==> src/rtl/core/graph_five_coloring_search_macros.svh <==
// Assertion macros used by the coloring search RTL.
`ifndef GRAPH_FIVE_COLORING_SEARCH_MACROS_SVH
`define GRAPH_FIVE_COLORING_SEARCH_MACROS_SVH

// Check that the consequent holds in the same cycle as the antecedent.
`define GFCS_ASSERT_NOW(label, clk, rst, ante, cons) \
   label: assert property (@(posedge clk) disable iff (rst) (ante) |-> (cons)) \
      else $error("gfcs assertion failed");

// Check that the consequent holds in the cycle after the antecedent.
`define GFCS_ASSERT_NEXT(label, clk, rst, ante, cons) \
   label: assert property (@(posedge clk) disable iff (rst) (ante) |=> (cons)) \
      else $error("gfcs assertion failed");

`endif

==> src/rtl/core/gfcs_pkg.sv <==
// Shared constants, types and helpers of the coloring search block.
package gfcs_pkg;

   localparam int DEF_MAX_VERTICES = 16;
   localparam int DEF_NUM_COLORS   = 5;

   // adjacency row width and the index width into one row
   localparam int MASK_W  = 16;
   localparam int MASK_IW = 4;

   // vertex index width wide enough for any vertex count in range
   localparam int IDX_W = 6;

   // control from the loader to the search sequencer
   typedef struct packed {
      logic              start;
      logic              ack;
      logic [IDX_W-1:0]  n;
      logic              wr_en;
      logic [IDX_W-1:0]  wr_addr;
      logic [MASK_W-1:0] wr_data;
   } gfcs_ctrl_type;

   // status from the search sequencer
   typedef struct packed {
      logic done;
      logic colorable;
   } gfcs_stat_type;

   // bit idx of an adjacency row; vertices past the row width read as zero
   function automatic logic mask_bit(input logic [MASK_W-1:0] mask,
                                     input logic [IDX_W-1:0]  idx);
      logic in_row;
      in_row = idx < IDX_W'(MASK_W);
      return in_row && mask[idx[MASK_IW-1:0]];
   endfunction

endpackage

==> src/rtl/core/gfcs_req_if.sv <==
// Input channel carrying one adjacency row word.
interface gfcs_req_if;
   import gfcs_pkg::*;

   logic              valid;
   logic              ready;
   logic [MASK_W-1:0] neighbor_mask;
   logic              row_last;

   modport source (output valid, neighbor_mask, row_last, input ready);
   modport sink   (input valid, neighbor_mask, row_last, output ready);
endinterface

==> src/rtl/core/gfcs_rsp_if.sv <==
// Result channel carrying one colorable word.
interface gfcs_rsp_if;
   logic valid;
   logic ready;
   logic colorable;

   modport source (output valid, colorable, input ready);
   modport sink   (input valid, colorable, output ready);
endinterface

==> src/rtl/core/gfcs_search.sv <==
// Backtracking search sequencer with the row and color memories.
module gfcs_search #(
   parameter int MAX_VERTICES = gfcs_pkg::DEF_MAX_VERTICES,
   parameter int NUM_COLORS   = gfcs_pkg::DEF_NUM_COLORS
) (
   input  logic                    clock,
   input  logic                    reset,
   input  gfcs_pkg::gfcs_ctrl_type ctrl,
   output gfcs_pkg::gfcs_stat_type stat
);
   import gfcs_pkg::*;

   localparam int VW = (MAX_VERTICES > 1) ? $clog2(MAX_VERTICES) : 1;
   localparam int CW = $clog2(MAX_VERTICES + 1);
   localparam int KW = $clog2(NUM_COLORS + 1);

   typedef enum logic [5:0] {
      S_IDLE  = 6'b000001,
      S_VISIT = 6'b000010,
      S_LATCH = 6'b000100,
      S_TRYC  = 6'b001000,
      S_CHECK = 6'b010000,
      S_DONE  = 6'b100000
   } gfcs_seq_type;

   gfcs_seq_type      state_ff, state_in;
   logic [CW-1:0]     n_ff, n_in;
   logic [CW-1:0]     v_ff, v_in;
   logic [VW-1:0]     u_ff, u_in;
   logic [KW-1:0]     c_ff, c_in;
   logic              fwd_ff, fwd_in;
   logic              colorable_ff, colorable_in;
   logic [MASK_W-1:0] rowv_ff, rowv_in;

   logic [MASK_W-1:0] row_mem [MAX_VERTICES];
   logic [KW-1:0]     col_mem [MAX_VERTICES];
   logic [MASK_W-1:0] rd_row_ff;
   logic [KW-1:0]     rd_col_ff;

   logic [VW-1:0]     rd_addr;
   logic [VW-1:0]     v_idx;
   logic              col_we;
   logic              adj;
   logic              conflict;
   logic              exhausted;
   logic              last_u;

   assign v_idx     = v_ff[VW-1:0];
   assign adj       = mask_bit(rowv_ff, IDX_W'(u_ff)) | mask_bit(rd_row_ff, IDX_W'(v_ff));
   assign conflict  = (rd_col_ff == c_ff) && adj;
   assign exhausted = c_ff >= KW'(NUM_COLORS);
   assign last_u    = (CW'(u_ff) + CW'(1)) == v_ff;

   // row and color memories, registered read at one shared address
   always_ff @(posedge clock) begin
      if (ctrl.wr_en) begin
         row_mem[ctrl.wr_addr[VW-1:0]] <= ctrl.wr_data;
      end
      if (col_we) begin
         col_mem[v_idx] <= c_ff;
      end
      rd_row_ff <= row_mem[rd_addr];
      rd_col_ff <= col_mem[rd_addr];
   end

   // sequence the depth-first search one vertex compare per cycle
   always_comb begin
      state_in     = state_ff;
      n_in         = n_ff;
      v_in         = v_ff;
      u_in         = u_ff;
      c_in         = c_ff;
      fwd_in       = fwd_ff;
      colorable_in = colorable_ff;
      rowv_in      = rowv_ff;
      rd_addr      = v_idx;
      col_we       = 1'b0;
      case (state_ff)
         S_IDLE: begin
            if (ctrl.start) begin
               n_in     = ctrl.n[CW-1:0];
               v_in     = '0;
               fwd_in   = 1'b1;
               state_in = S_VISIT;
            end
         end
         S_VISIT: begin
            // every vertex colored: done
            if (v_ff >= n_ff) begin
               colorable_in = 1'b1;
               state_in     = S_DONE;
            end else begin
               state_in = S_LATCH;
            end
         end
         S_LATCH: begin
            // hold row v; resume past the stored color when stepping back
            rowv_in  = rd_row_ff;
            c_in     = fwd_ff ? '0 : rd_col_ff + KW'(1);
            state_in = S_TRYC;
         end
         S_TRYC: begin
            if (exhausted) begin
               if (v_ff == '0) begin
                  colorable_in = 1'b0;
                  state_in     = S_DONE;
               end else begin
                  v_in     = v_ff - CW'(1);
                  fwd_in   = 1'b0;
                  state_in = S_VISIT;
               end
            end else if (v_ff == '0) begin
               col_we   = 1'b1;
               v_in     = v_ff + CW'(1);
               fwd_in   = 1'b1;
               state_in = S_VISIT;
            end else begin
               u_in     = '0;
               rd_addr  = '0;
               state_in = S_CHECK;
            end
         end
         S_CHECK: begin
            // compare against earlier vertex u
            if (conflict) begin
               c_in     = c_ff + KW'(1);
               state_in = S_TRYC;
            end else if (last_u) begin
               col_we   = 1'b1;
               v_in     = v_ff + CW'(1);
               fwd_in   = 1'b1;
               state_in = S_VISIT;
            end else begin
               u_in    = u_ff + VW'(1);
               rd_addr = u_ff + VW'(1);
            end
         end
         S_DONE: begin
            if (ctrl.ack) begin
               state_in = S_IDLE;
            end
         end
         default: begin
            state_in = S_IDLE;
         end
      endcase
   end

   always_ff @(posedge clock) begin
      if (reset) begin
         state_ff <= S_IDLE;
      end else begin
         state_ff <= state_in;
      end
      n_ff         <= n_in;
      v_ff         <= v_in;
      u_ff         <= u_in;
      c_ff         <= c_in;
      fwd_ff       <= fwd_in;
      colorable_ff <= colorable_in;
      rowv_ff      <= rowv_in;
   end

   assign stat.done      = state_ff == S_DONE;
   assign stat.colorable = colorable_ff;

endmodule

==> src/rtl/core/graph_five_coloring_search.sv <==
// Top level of the backtracking graph coloring search block.
//
// Adjacency rows enter one word per cycle in vertex order; the word with
// row_last set closes the graph and starts a depth-first search over up to
// MAX_VERTICES vertices with NUM_COLORS colors. The input stays not ready
// for the whole search. The search takes data-dependent time set by the
// single shared compare unit: each vertex is entered through the S_VISIT
// and S_LATCH states, then each color tried at vertex v passes S_TRYC and
// is compared against the earlier vertices one at a time through the row
// and color memory read port. A vertex that runs out of colors steps back
// from S_TRYC, and S_VISIT confirms success once every vertex is colored.
// The worst case grows exponentially with vertex count.
// The one-bit result goes to an output register once that register is free,
// so the next graph may start loading while it waits to be taken.
`include "graph_five_coloring_search_macros.svh"

module graph_five_coloring_search #(
   parameter int MAX_VERTICES = gfcs_pkg::DEF_MAX_VERTICES,
   parameter int NUM_COLORS   = gfcs_pkg::DEF_NUM_COLORS
) (
   input logic        clock,
   input logic        reset,
   gfcs_req_if.sink   req_chan,
   gfcs_rsp_if.source rsp_chan
);
   import gfcs_pkg::*;

   localparam int CW = $clog2(MAX_VERTICES + 1);

   typedef enum logic [1:0] {
      T_LOAD   = 2'b01,
      T_SEARCH = 2'b10
   } gfcs_top_type;

   gfcs_top_type  state_ff, state_in;
   logic [CW-1:0] rows_loaded_ff, rows_loaded_in;
   logic          rsp_valid_ff, rsp_valid_in;
   logic          colorable_ff, colorable_in;
   logic [CW-1:0] rows_next;
   logic          req_accept;
   logic          room;

   gfcs_ctrl_type ctrl;
   gfcs_stat_type stat;

   gfcs_search #(
      .MAX_VERTICES (MAX_VERTICES),
      .NUM_COLORS   (NUM_COLORS)
   ) u_search (
      .clock (clock),
      .reset (reset),
      .ctrl  (ctrl),
      .stat  (stat)
   );

   assign req_chan.ready = state_ff == T_LOAD;
   assign req_accept     = req_chan.valid && req_chan.ready;
   assign room           = rows_loaded_ff < CW'(MAX_VERTICES);
   assign rows_next      = room ? rows_loaded_ff + CW'(1) : rows_loaded_ff;

   // load rows, start the search, hand the result to the output register
   always_comb begin
      state_in       = state_ff;
      rows_loaded_in = rows_loaded_ff;
      rsp_valid_in   = rsp_valid_ff && !rsp_chan.ready;
      colorable_in   = colorable_ff;
      ctrl.start     = 1'b0;
      ctrl.ack       = 1'b0;
      ctrl.n         = IDX_W'(rows_next);
      ctrl.wr_en     = req_accept && room;
      ctrl.wr_addr   = IDX_W'(rows_loaded_ff);
      ctrl.wr_data   = req_chan.neighbor_mask;
      case (state_ff)
         T_LOAD: begin
            if (req_accept) begin
               rows_loaded_in = rows_next;
               if (req_chan.row_last) begin
                  ctrl.start     = 1'b1;
                  rows_loaded_in = '0;
                  state_in       = T_SEARCH;
               end
            end
         end
         T_SEARCH: begin
            // take the result once the output register is free
            if (stat.done && (!rsp_valid_ff || rsp_chan.ready)) begin
               ctrl.ack     = 1'b1;
               rsp_valid_in = 1'b1;
               colorable_in = stat.colorable;
               state_in     = T_LOAD;
            end
         end
         default: begin
            state_in = T_LOAD;
         end
      endcase
   end

   always_ff @(posedge clock) begin
      if (reset) begin
         state_ff       <= T_LOAD;
         rows_loaded_ff <= '0;
         rsp_valid_ff   <= 1'b0;
      end else begin
         state_ff       <= state_in;
         rows_loaded_ff <= rows_loaded_in;
         rsp_valid_ff   <= rsp_valid_in;
      end
      colorable_ff <= colorable_in;
   end

   assign rsp_chan.valid     = rsp_valid_ff;
   assign rsp_chan.colorable = colorable_ff;

   // closing row starts the search
   `GFCS_ASSERT_NEXT(a_last_row_search, clock, reset, req_accept && req_chan.row_last, state_ff == T_SEARCH)
   // row count saturates at the vertex capacity
   `GFCS_ASSERT_NOW(a_rows_bound, clock, reset, 1'b1, rows_loaded_ff <= CW'(MAX_VERTICES))
   // an acknowledged result shows on the output next cycle
   `GFCS_ASSERT_NEXT(a_result_out, clock, reset, ctrl.ack, rsp_valid_ff && state_ff == T_LOAD)

endmodule
==> src/flat_wrapper.sv <==
// flat-port wrapper written by rule: the top's interface ports become plain ports
module graph_five_coloring_search_flat import gfcs_pkg::*;
#(
   parameter int MAX_VERTICES = gfcs_pkg::DEF_MAX_VERTICES,
   parameter int NUM_COLORS   = gfcs_pkg::DEF_NUM_COLORS
)
  (clock, reset, req_chan_valid, req_chan_neighbor_mask, req_chan_row_last, req_chan_ready, rsp_chan_valid, rsp_chan_colorable, rsp_chan_ready);
  gfcs_req_if req_chan_i ();
  gfcs_rsp_if rsp_chan_i ();
  input logic clock;
  input logic reset;
  input wire logic [$bits(req_chan_i.valid)-1:0] req_chan_valid;
  input wire logic [$bits(req_chan_i.neighbor_mask)-1:0] req_chan_neighbor_mask;
  input wire logic [$bits(req_chan_i.row_last)-1:0] req_chan_row_last;
  output wire logic [$bits(req_chan_i.ready)-1:0] req_chan_ready;
  output wire logic [$bits(rsp_chan_i.valid)-1:0] rsp_chan_valid;
  output wire logic [$bits(rsp_chan_i.colorable)-1:0] rsp_chan_colorable;
  input wire logic [$bits(rsp_chan_i.ready)-1:0] rsp_chan_ready;
  assign req_chan_i.valid = req_chan_valid;
  assign req_chan_i.neighbor_mask = req_chan_neighbor_mask;
  assign req_chan_i.row_last = req_chan_row_last;
  assign req_chan_ready = req_chan_i.ready;
  assign rsp_chan_valid = rsp_chan_i.valid;
  assign rsp_chan_colorable = rsp_chan_i.colorable;
  assign rsp_chan_i.ready = rsp_chan_ready;
  graph_five_coloring_search #(.MAX_VERTICES(MAX_VERTICES), .NUM_COLORS(NUM_COLORS)) u_core (.clock(clock), .reset(reset), .req_chan(req_chan_i), .rsp_chan(rsp_chan_i));
endmodule
==> config.mk <==
export PLATFORM = sky130hd
export DESIGN_NAME = graph_five_coloring_search_flat
export DESIGN_NICKNAME = d
export VERILOG_FILES = /design/src/rtl/core/gfcs_pkg.sv /design/src/rtl/core/gfcs_req_if.sv /design/src/rtl/core/gfcs_rsp_if.sv /design/src/rtl/core/gfcs_search.sv /design/src/rtl/core/graph_five_coloring_search.sv /design/src/flat_wrapper.sv
export VERILOG_INCLUDE_DIRS = /design/src /design/src/rtl/core
export SDC_FILE = /design/constraint.sdc
export NUM_CORES = 1
export LEC_CHECK = 0
export BUFFER_PORTS_ARGS = -buffer_cell sky130_fd_sc_hd__buf_4
export CAP_MARGIN = 20
export CORE_MARGIN = 10
export CORE_UTILIZATION = 25
export DETAILED_ROUTE_END_ITERATION = 6
export GPL_ROUTABILITY_DRIVEN = 0
export PLACE_DENSITY = 0.36
export SKIP_LAST_GASP = 1
export SLEW_MARGIN = 20
export SYNTH_ARGS = -nofsm -noshare
export SYNTH_HDL_FRONTEND = slang
export SYNTH_SLANG_ARGS = --single-unit
==> constraint.sdc <==
create_clock -name clock -period 3.2 [get_ports clock]
set_clock_uncertainty 0.2 [all_clocks]
set_input_delay 0.48 -clock clock [delete_from_list [all_inputs] [get_ports clock]]
set_output_delay 0.48 -clock clock [all_outputs]
set_load 0.05 [all_outputs]
==> flow_metrics.env, run 1 <==
export IMPL_antenna_found_initial=1
export IMPL_routed_wl_mm=43.1
export IMPL_path_clk_slew_ps=60
export IMPL_synthToLayoutAreaGrowth_pct=31.4
export IMPL_drc=0
export IMPL_viasPerCell=4.45
export IMPL_wl_met2_mm=21.5
export IMPL_worst_pin_slew_ps=730
export IMPL_fmax_mhz=274
export IMPL_root_buffer="clkbuf_16"
export IMPL_io_buffers=23
export IMPL_worstSkewPairLatency_ps=560
export IMPL_worst_slack_ps=-443
export IMPL_critPathLaunchType="flip-flop"
export IMPL_nets=1196
export IMPL_synth_common_cells="edfxtp_1, mux2i_1, o22ai_1"
export IMPL_async_reset_ff_share_pct=0
export IMPL_clkSinkCount=373
export IMPL_ys_seq_area_share_pct=71.8
export IMPL_ys_top_cells_by_area="edfxtp_1, mux2i_1, dfxtp_1, o22ai_1, ha_1"
export IMPL_ys_ff_latch=373
export IMPL_yosysMostFrequentCell="edfxtp_1"
export IMPL_final_min_clock_period_ps=3640
export IMPL_drive_gt1_share_pct=30.3
export IMPL_ys_warnings_count=0
export IMPL_drtIter0Drc=487
export IMPL_synth_nets=974
export IMPL_hpwl_mm=26.7
export IMPL_hold_violations=0
export IMPL_end_kind="flip-flop"
export IMPL_p_leak_nw=7.20
export IMPL_timing_final_crit_share_pct=114
export IMPL_placed_cell_area_mm2=0.0176
export IMPL_cts_buffers=43
export IMPL_wl_met1_mm=19.4
export IMPL_detail_route_antenna_nets=0
export IMPL_overflow=0
export IMPL_netlist_area_leader_share_pct=67.4
export IMPL_core_area_mm2=0.0601
export IMPL_worstSetupPathType="flip-flop to flip-flop"
export IMPL_fillers=5862
export IMPL_grt_pass1_vias=9004
export IMPL_synth_area_mm2=0.0151
export IMPL_start_util_pct=25.2
export IMPL_crit_top_cell="buf_12"
export IMPL_routed_wl_met3_mm=1.37
export IMPL_grt_first_pass_wirelength_mm=63.3
export IMPL_slowest_delay_ps=540
export IMPL_setup_violations=19
export IMPL_drv_slew=0
export IMPL_die_h_um=266
export IMPL_die_area_mm2=0.0708
export IMPL_rows=90
export IMPL_vdd_drop_max_v=0.000355
export IMPL_hp_class="input pin to flip-flop"
export IMPL_h_tree_depth=2
export IMPL_worst_hold_slack_ps=21.3
export IMPL_critPathMaxFanout=13
export IMPL_firstDrtPassIters=4
export IMPL_cts_tree="built"
export IMPL_max_clock_path_buffers=3
export IMPL_drv_cap=0
export IMPL_antenna_cells=0
export IMPL_num_io_pins=24
export IMPL_syn_area_per_cell_um2=16.2
export IMPL_slew_headroom_pct=51.3
export IMPL_design_area_mm2=0.0199
export IMPL_synth_edff_count=340
export IMPL_grt_setup_unrepaired="true"
export IMPL_synth_largest_area_cell="edfxtp_1"
export IMPL_crit_chain="buf_6 > mux4_2 > mux2i_1 > mux2_4 > a31oi_4 > nor3_4 > mux2i_4 > buf_12 > buf_16 > buf_12 > mux2i_2 > o22ai_1 > or4_4"
export IMPL_synth_cell_types=55
export IMPL_violations="negative setup slack"
export IMPL_p_per_area_mw_per_mm2=596
export IMPL_status="finished with violations"
export IMPL_crit_arrival_ps=3870
export IMPL_synth_ff_type="edfxtp_1"
export IMPL_synthCells=932
export IMPL_grt_max_degree=21
export IMPL_dieWidth_um=266
export IMPL_critPathRequiredTime_ps=3420
export IMPL_critPathSlowestCell="or4_4"
export IMPL_groute_usage_overall_pct=12.2
export IMPL_avgRoutedWirePerCell_um=21.9
export IMPL_routed_via_count=8769
export IMPL_maxUsedRoutingLayer="met4"
export IMPL_final_util_pct=33.1
[stage by stage]
stage,std cells,power (mW),setup TNS (ps),worst slack [ps]
after global placement,1838,7.11,-9340,-632
final,1970,11.9,-7460,-443
after detailed placement,1838,7.11,-10480,-654
after floorplan,932,6.39,-3860,-236
after global routing,1970,12.4,-11080,-638
after CTS,1960,12.0,-8790,-522
[where the power goes]
group / internal (mW) / leakage, nW / switching, mW
Combinational: 0.858 / 3.15 / 0.822
Clock: 2.65 / 0.644 / 1.96
Sequential: 5.45 / 3.40 / 0.120
Total: 8.96 / 7.20 / 2.90
[cell type report]
| cell class | instances | area, µm² | area share [%] |
|---|---|---|---|
| Sequential cell | 373 | 10900 | 54.6 |
| Clock inverter | 25 | 160 | 0.805 |
| Tap cell | 782 | 978 | 4.92 |
| Multi-Input combinational cell | 499 | 4410 | 22.1 |
| Timing Repair Buffer | 221 | 2270 | 11.4 |
| Clock buffer | 54 | 1160 | 5.82 |
| Inverter | 16 | 60.1 | 0.302 |
[routing by layer]
layer  track usage [%]  vias up
met5                 0        -
li1                  -     4125
met1              15.6     4475
met3              2.20       57
met2              21.0      112
met4              3.13        0
[cells by family (layout without fill, tap and decap cells)]
| group | count (synthesis) | count (layout) | share of synthesized area (%) |
|---|---|---|---|
| mux | 171 | 171 | 11.7 |
| simple gates | 161 | 161 | 6.17 |
| flops | 373 | 373 | 71.8 |
| xor+xnor | 15 | 15 | 0.868 |
| fa+ha+maj | 21 | 21 | 1.73 |
| compound gates | 131 | 131 | 5.56 |
| buf+inv | 60 | 316 | 2.23 |
[registers in the layout (all words and copies together) (netlist names), 3 cells and up]
| signal | cells |
|---|---|
| u_core.rows_loaded_ff | 5 |
| u_core.u_search.c_ff | 3 |
| u_core.u_search.col_mem | 48 |
| u_core.u_search.n_ff | 5 |
| u_core.u_search.rd_col_ff | 3 |
| u_core.u_search.rd_row_ff | 16 |
| u_core.u_search.row_mem | 256 |
| u_core.u_search.rowv_ff | 16 |
| u_core.u_search.state_ff | 6 |
| u_core.u_search.u_ff | 4 |
| u_core.u_search.v_ff | 5 |
[timing repair]
item | 4_1_cts | 5_1_grt
endpoints found under the hold margin | 128 | 0
setup endpoints to repair | 43 | 43
gates cloned | 6 | 4
pin swaps | 19 | 26
setup buffers | 27 | 9
hold buffers | 11 | 0
gates resized for setup | 55 | 41
[path summary, 6_finish.rpt]
path	slack [ps]	cells after the start	to	start
setup reg to reg	-440	13	u_core.u_search.rd_row_ff[3]	u_core.u_search.u_ff[0]
setup / recovery	-440	13	u_core.u_search.rd_row_ff[3]	u_core.u_search.u_ff[0]
hold / removal	20	1	u_core.u_search.row_mem[5][9]	req_chan_neighbor_mask[9]
hold reg to reg	240	0	u_core.u_search.rowv_ff[15]	u_core.u_search.rd_row_ff[15]
[layout by cell type, fill, tap and decap left out, drive strengths merged, types with 16 or more instances in the layout]
master,instances
edfxtp,340
buf,207
mux2i,164
o22ai,77
clkbuf,57
nor2,35
dfxtp,33
nand2,22
ha,21
inv,20
or4,20
and2,18
clkinv,18
a21oi,16
[worst max-delay path: cells and delay by family (launching register included)]
family          cells  cell delay, ps
flops               1             340
simple gates        2             760
mux                 5            1360
compound gates      2             200
buf+inv             4             620
Power figures use the tool's default switching activity.
==> run 2, diff against run 1 <==
- SYNTH_HIERARCHICAL: unset -> 1
==> flow_metrics.env, run 2 <==
export IMPL_path_clk_slew_ps=60
export IMPL_critPathMaxFanout=8
export IMPL_overflow=0
export IMPL_worst_pin_slew_ps=543
export IMPL_grt_setup_unrepaired="true"
export IMPL_crit_top_cell="buf_4"
export IMPL_drive_gt1_share_pct=37.0
export IMPL_antenna_cells=0
export IMPL_placed_cell_area_mm2=0.0181
export IMPL_place_inst=1899
export IMPL_detail_route_antenna_nets=0
export IMPL_die_area_mm2=0.0731
export IMPL_io_buffers=23
export IMPL_drv_slew=0
export IMPL_routed_wl_mm=45.4
export IMPL_min_from="req_chan_neighbor_mask[4]"
export IMPL_grt_pass1_vias=9324
export IMPL_setup_violations=19
export IMPL_syn_area_per_cell_um2=16.7
export IMPL_final_cell_mix="edfxtp_1, buf_4, mux2i_1"
export IMPL_start_util_pct=25.3
export IMPL_slew_headroom_pct=63.7
export IMPL_drtIter0Drc=478
export IMPL_groute_usage_overall_pct=12.1
export IMPL_violations="negative setup slack"
export IMPL_cts_tree="built"
export IMPL_timing_final_crit_share_pct=110
export IMPL_drc=0
export IMPL_end_kind="flip-flop"
export IMPL_vdd_drop_max_v=0.000436
export IMPL_root_buffer="clkbuf_16"
export IMPL_worstSetupPathType="flip-flop to flip-flop"
export IMPL_critPathSlowestCell="a2111oi_4"
export IMPL_h_tree_depth=2
export IMPL_largest_reg_flops=256
export IMPL_slowest_delay_ps=490
export IMPL_rows=91
export IMPL_design_area_mm2=0.0204
export IMPL_ff2ff_path_depth=14
export IMPL_grt_max_degree=19
export IMPL_crit_chain="ha_4 > buf_4 > buf_4 > nand4b_1 > a2111oi_4 > buf_4 > buf_4 > nand3b_4 > a32o_4 > buf_12 > buf_12 > mux2_2 > a22oi_2 > nand4_1"
export IMPL_core_area_mm2=0.0619
export IMPL_hp_class="input pin to flip-flop"
export IMPL_worst_hold_slack_ps=35.4
export IMPL_synth_nets=978
export IMPL_die_h_um=270
export IMPL_worstReg2RegStart="u_core/u_search/u_ff[0]"
export IMPL_hold_violations=0
export IMPL_synthCells=939
export IMPL_cp_num_buf_inv=6
export IMPL_max_clock_path_buffers=3
export IMPL_worst_r2r_setup_slack_ps=-330
export IMPL_hpwl_mm=28.0
export IMPL_avgRoutedWirePerCell_um=22.4
export IMPL_antenna_found_initial=1
export IMPL_fmax_mhz=284
export IMPL_ys_warnings_count=6
export IMPL_grt_first_pass_wirelength_mm=64.9
export IMPL_num_io_pins=24
export IMPL_final_min_clock_period_ps=3530
export IMPL_stdcell_count=2026
export IMPL_path_delay_family="compound AO/OA/AOI/OAI gates"
export IMPL_drv_cap=0
export IMPL_hold_depth=1
export IMPL_p_per_area_mw_per_mm2=788
export IMPL_hold_end="u_core/u_search/row_mem[10][4]"
export IMPL_clkSinkCount=373
export IMPL_synthToLayoutAreaGrowth_pct=30.3
export IMPL_viasPerCell=4.43
export IMPL_dieWidth_um=270
export IMPL_final_common_cell="edfxtp_1"
export IMPL_routed_via_count=8977
export IMPL_post_place_ws_ps=-387
export IMPL_crit_arrival_ps=3730
export IMPL_status="finished with violations"
export IMPL_cts_buffers=43
export IMPL_p_leak_nw=7.27
export IMPL_synth_area_mm2=0.0157
export IMPL_critPathRequiredTime_ps=3400
export IMPL_worstSkewPairLatency_ps=580
export IMPL_critPathLaunchType="flip-flop"
export IMPL_r2r_end="u_core/u_search/rd_row_ff[6]"
export IMPL_nets=1193
export IMPL_firstDrtPassIters=4
export IMPL_worst_slack_ps=-327
export IMPL_power_total_mw=16.1
[run 2: worst max-delay path by stage]
stage	from	end	slack [ps]	cells after the start
after floorplan	u_core/u_search/state_ff[2]	u_core/u_search/rd_col_ff[1]	1	12
final	u_core/u_search/u_ff[0]	u_core/u_search/rd_row_ff[6]	-330	14
after global routing	u_core/u_search/u_ff[0]	u_core/u_search/rd_row_ff[14]	-450	14
after detailed placement	u_core/u_search/u_ff[0]	u_core/u_search/rd_row_ff[6]	-390	12
after global placement	u_core/u_search/u_ff[0]	u_core/u_search/rd_row_ff[15]	-350	12
after CTS	u_core/u_search/u_ff[0]	u_core/u_search/rd_row_ff[2]	-350	16
[run 2: where the power goes]
part	leakage, nW	switching, mW	total, mW	internal [mW]
sequential	3.41	0.236	5.82	5.58
clock	0.649	1.98	4.60	2.61
combinational	3.21	2.69	5.70	3.01
total	7.27	4.91	16.1	11.2
[run 2: worst reg2reg max path, delay by kind of cell, from the launching register on]
| kind | cells | cell delay (ps) |
|---|---|---|
| adder cells (fa/ha/maj) | 1 | 180 |
| AND/OR/NAND/NOR | 3 | 450 |
| AO/OA/AOI/OAI | 3 | 920 |
| multiplexers | 1 | 340 |
| flip-flops | 1 | 480 |
| buffers and inverters | 6 | 790 |
[run 2: area by class of cell]
cell class / instances / area (µm²)
multi-input combinational: 510 / 4900
fill: 6134 / 41500
tap: 837 / 1050
inverter: 16 / 60.1
sequential: 373 / 10900
clock buffer: 54 / 1140
clock inverter: 26 / 181
timing repair buffer: 210 / 2240
[run 2: what timing repair did]
action,4_1_cts,5_1_grt
hold endpoints to repair,128,0
gates cloned,3,2
pin swaps,25,24
setup buffers,20,14
hold buffers,14,0
resized for setup,55,47
setup endpoints to repair,64,52
[run 2: metrics by stage]
step	utilization, %	TNS, ps
2_1_floorplan	-	0
3_3_place_gp	29.3	-8890
3_5_place_dp	29.3	-8530
4_1_cts	32.4	-5890
5_1_grt	33.0	-7780
6_report	33.0	-4960
[run 2: layer usage]
metal  track usage [%]  vias up  part of all wire [%]
met5                 0        -                 0.015
met4              2.78        2                   1.6
met1              15.6     4637                    46
met3              2.09       53                   3.1
li1                  -     4168                     -
met2              20.8      117                    50
==> run 3, diff against run 2 <==
- BUFFER_PORTS_ARGS: -buffer_cell sky130_fd_sc_hd__buf_4 -> unset
- DONT_BUFFER_PORTS: unset -> 1
- PLACE_DENSITY: 0.36 -> 0.34
- clock period: 3.2 -> 3.8 ns (I/O delays scaled with it)
==> flow_metrics.env, run 3 (synthesized netlist as in run 2, its figures left out) <==
export IMPL_drtIter0Drc=527
export IMPL_drv_slew=0
export IMPL_antenna_found_initial=2
export IMPL_fillers=6160
export IMPL_detail_route_antenna_nets=0
export IMPL_largest_reg_flops=256
export IMPL_start_util_pct=25.3
export IMPL_core_area_mm2=0.0619
export IMPL_clkSinkCount=373
export IMPL_power_total_mw=12.4
export IMPL_min_from="rsp_chan_ready"
export IMPL_worstSkewPairLatency_ps=580
export IMPL_crit_top_cell="nand3_1"
export IMPL_path_clk_slew_ps=60
export IMPL_groute_usage_overall_pct=11.7
export IMPL_dieWidth_um=270
export IMPL_critPathRequiredTime_ps=4050
export IMPL_crit_arrival_ps=3900
export IMPL_num_io_pins=24
export IMPL_final_min_clock_period_ps=3650
export IMPL_p_per_area_mw_per_mm2=660
export IMPL_cts_buffers=44
export IMPL_nets=1073
export IMPL_worstSetupPathType="flip-flop to flip-flop"
export IMPL_vdd_drop_max_v=0.000323
export IMPL_cp_startpoint="u_core/u_search/u_ff[0]"
export IMPL_hold_violations=0
export IMPL_routed_via_count=8443
export IMPL_slew_headroom_pct=36.5
export IMPL_firstDrtPassIters=4
export IMPL_end_kind="flip-flop"
export IMPL_synthToLayoutAreaGrowth_pct=19.5
export IMPL_viasPerCell=4.43
export IMPL_io_buffers=0
export IMPL_hpwl_mm=26.9
export IMPL_h_tree_depth=2
export IMPL_cts_setup_buffers=0
export IMPL_worst_hold_slack_ps=48.0
export IMPL_hp_class="input pin to flip-flop"
export IMPL_status="finished clean"
export IMPL_overflow=0
export IMPL_die_h_um=270
export IMPL_grt_pass1_vias=8879
export IMPL_drc=0
export IMPL_timing_final_crit_share_pct=96.1
export IMPL_root_buffer="clkbuf_16"
export IMPL_multi_input_area_mm2=0.00452
export IMPL_setup_tns_ps=0
export IMPL_grt_max_degree=45
export IMPL_setup_violations=0
export IMPL_cts_tree="built"
export IMPL_seq_area_mm2=0.0109
export IMPL_grt_setup_unrepaired="true"
export IMPL_grt_first_pass_wirelength_mm=63.4
export IMPL_placed_cell_area_mm2=0.0172
export IMPL_die_area_mm2=0.0731
export IMPL_critPathSlowestCell="mux4_2"
export IMPL_avgRoutedWirePerCell_um=22.6
export IMPL_design_area_mm2=0.0187
export IMPL_drv_cap=0
export IMPL_routed_wl_mm=43.0
export IMPL_final_common_cell="edfxtp_1"
export IMPL_path_delay_family="simple AND/OR/NAND/NOR gates"
export IMPL_slowest_delay_ps=500
export IMPL_antenna_cells=0
export IMPL_crit_chain="buf_4 > mux4_2 > nand3_1 > and4_1 > nand3_1 > or4_4 > o211ai_4 > buf_12 > mux2_2 > a2bb2oi_1 > nand4_1"
export IMPL_critPathLaunchType="flip-flop"
export IMPL_max_clock_path_buffers=3
export IMPL_final_cell_mix="edfxtp_1, mux2i_1, mux2_2, buf_4, clkbuf_16"
export IMPL_worstReg2RegStart="u_core/u_search/u_ff[0]"
export IMPL_p_leak_nw=6.42
export IMPL_rows=91
export IMPL_drive_gt1_share_pct=23.6
export IMPL_cp_num_buf_inv=2
export IMPL_fmax_mhz=274
export IMPL_critPathMaxFanout=44
export IMPL_worst_pin_slew_ps=950
==> run 3: through the flow <==
stage	utilization [%]	cells	worst slack [ps]
2_1_floorplan	-	939	502
3_3_place_gp	27.7	1806	197
3_5_place_dp	27.7	1806	122
4_1_cts	30.3	1906	138
5_1_grt	30.3	1906	-34.0
6_report	30.3	1906	147
==> run 3: worst paths after layout <==
check,endpoint,slack (ps),cells after the start
setup / recovery,u_core/u_search/rd_row_ff[7],150,11
hold / removal,u_core/rsp_chan.valid,50,2
setup reg to reg,u_core/u_search/rd_row_ff[7],150,11
hold reg to reg,u_core/rsp_chan.colorable,240,0
==> run 3: layer usage <==
metal | GRT usage, % | wire length [µm] | part of all wire, %
met3 | 1.83 | 1330 | 3.1
met5 | 0 | 0 | 0
met4 | 3.41 | 787 | 1.8
met2 | 18.5 | 19800 | 46
met1 | 16.2 | 21100 | 49
==> run 3: area by class of cell <==
| class | instances | area share [%] |
|---|---|---|
| sequential | 373 | 58.0 |
| multi-input combinational | 510 | 24.1 |
| clock buffer | 72 | 6.81 |
| tap | 837 | 5.59 |
| timing repair buffer | 89 | 4.69 |
| clock inverter | 9 | 0.467 |
| inverter | 16 | 0.321 |
==> run 3: repair_timing <==
item	CTS	global route
gates resized for setup	0	0
setup endpoints to repair	0	6
endpoints found under the hold margin	266	0
hold buffers	19	0
==> run 3: power breakdown <==
group	internal, mW	leakage (nW)	switching (mW)	total [mW]
Clock	2.36	0.664	1.67	4.03
Sequential	4.70	3.41	0.275	4.98
Combinational	1.52	2.35	1.83	3.36
Total	8.59	6.42	3.77	12.4
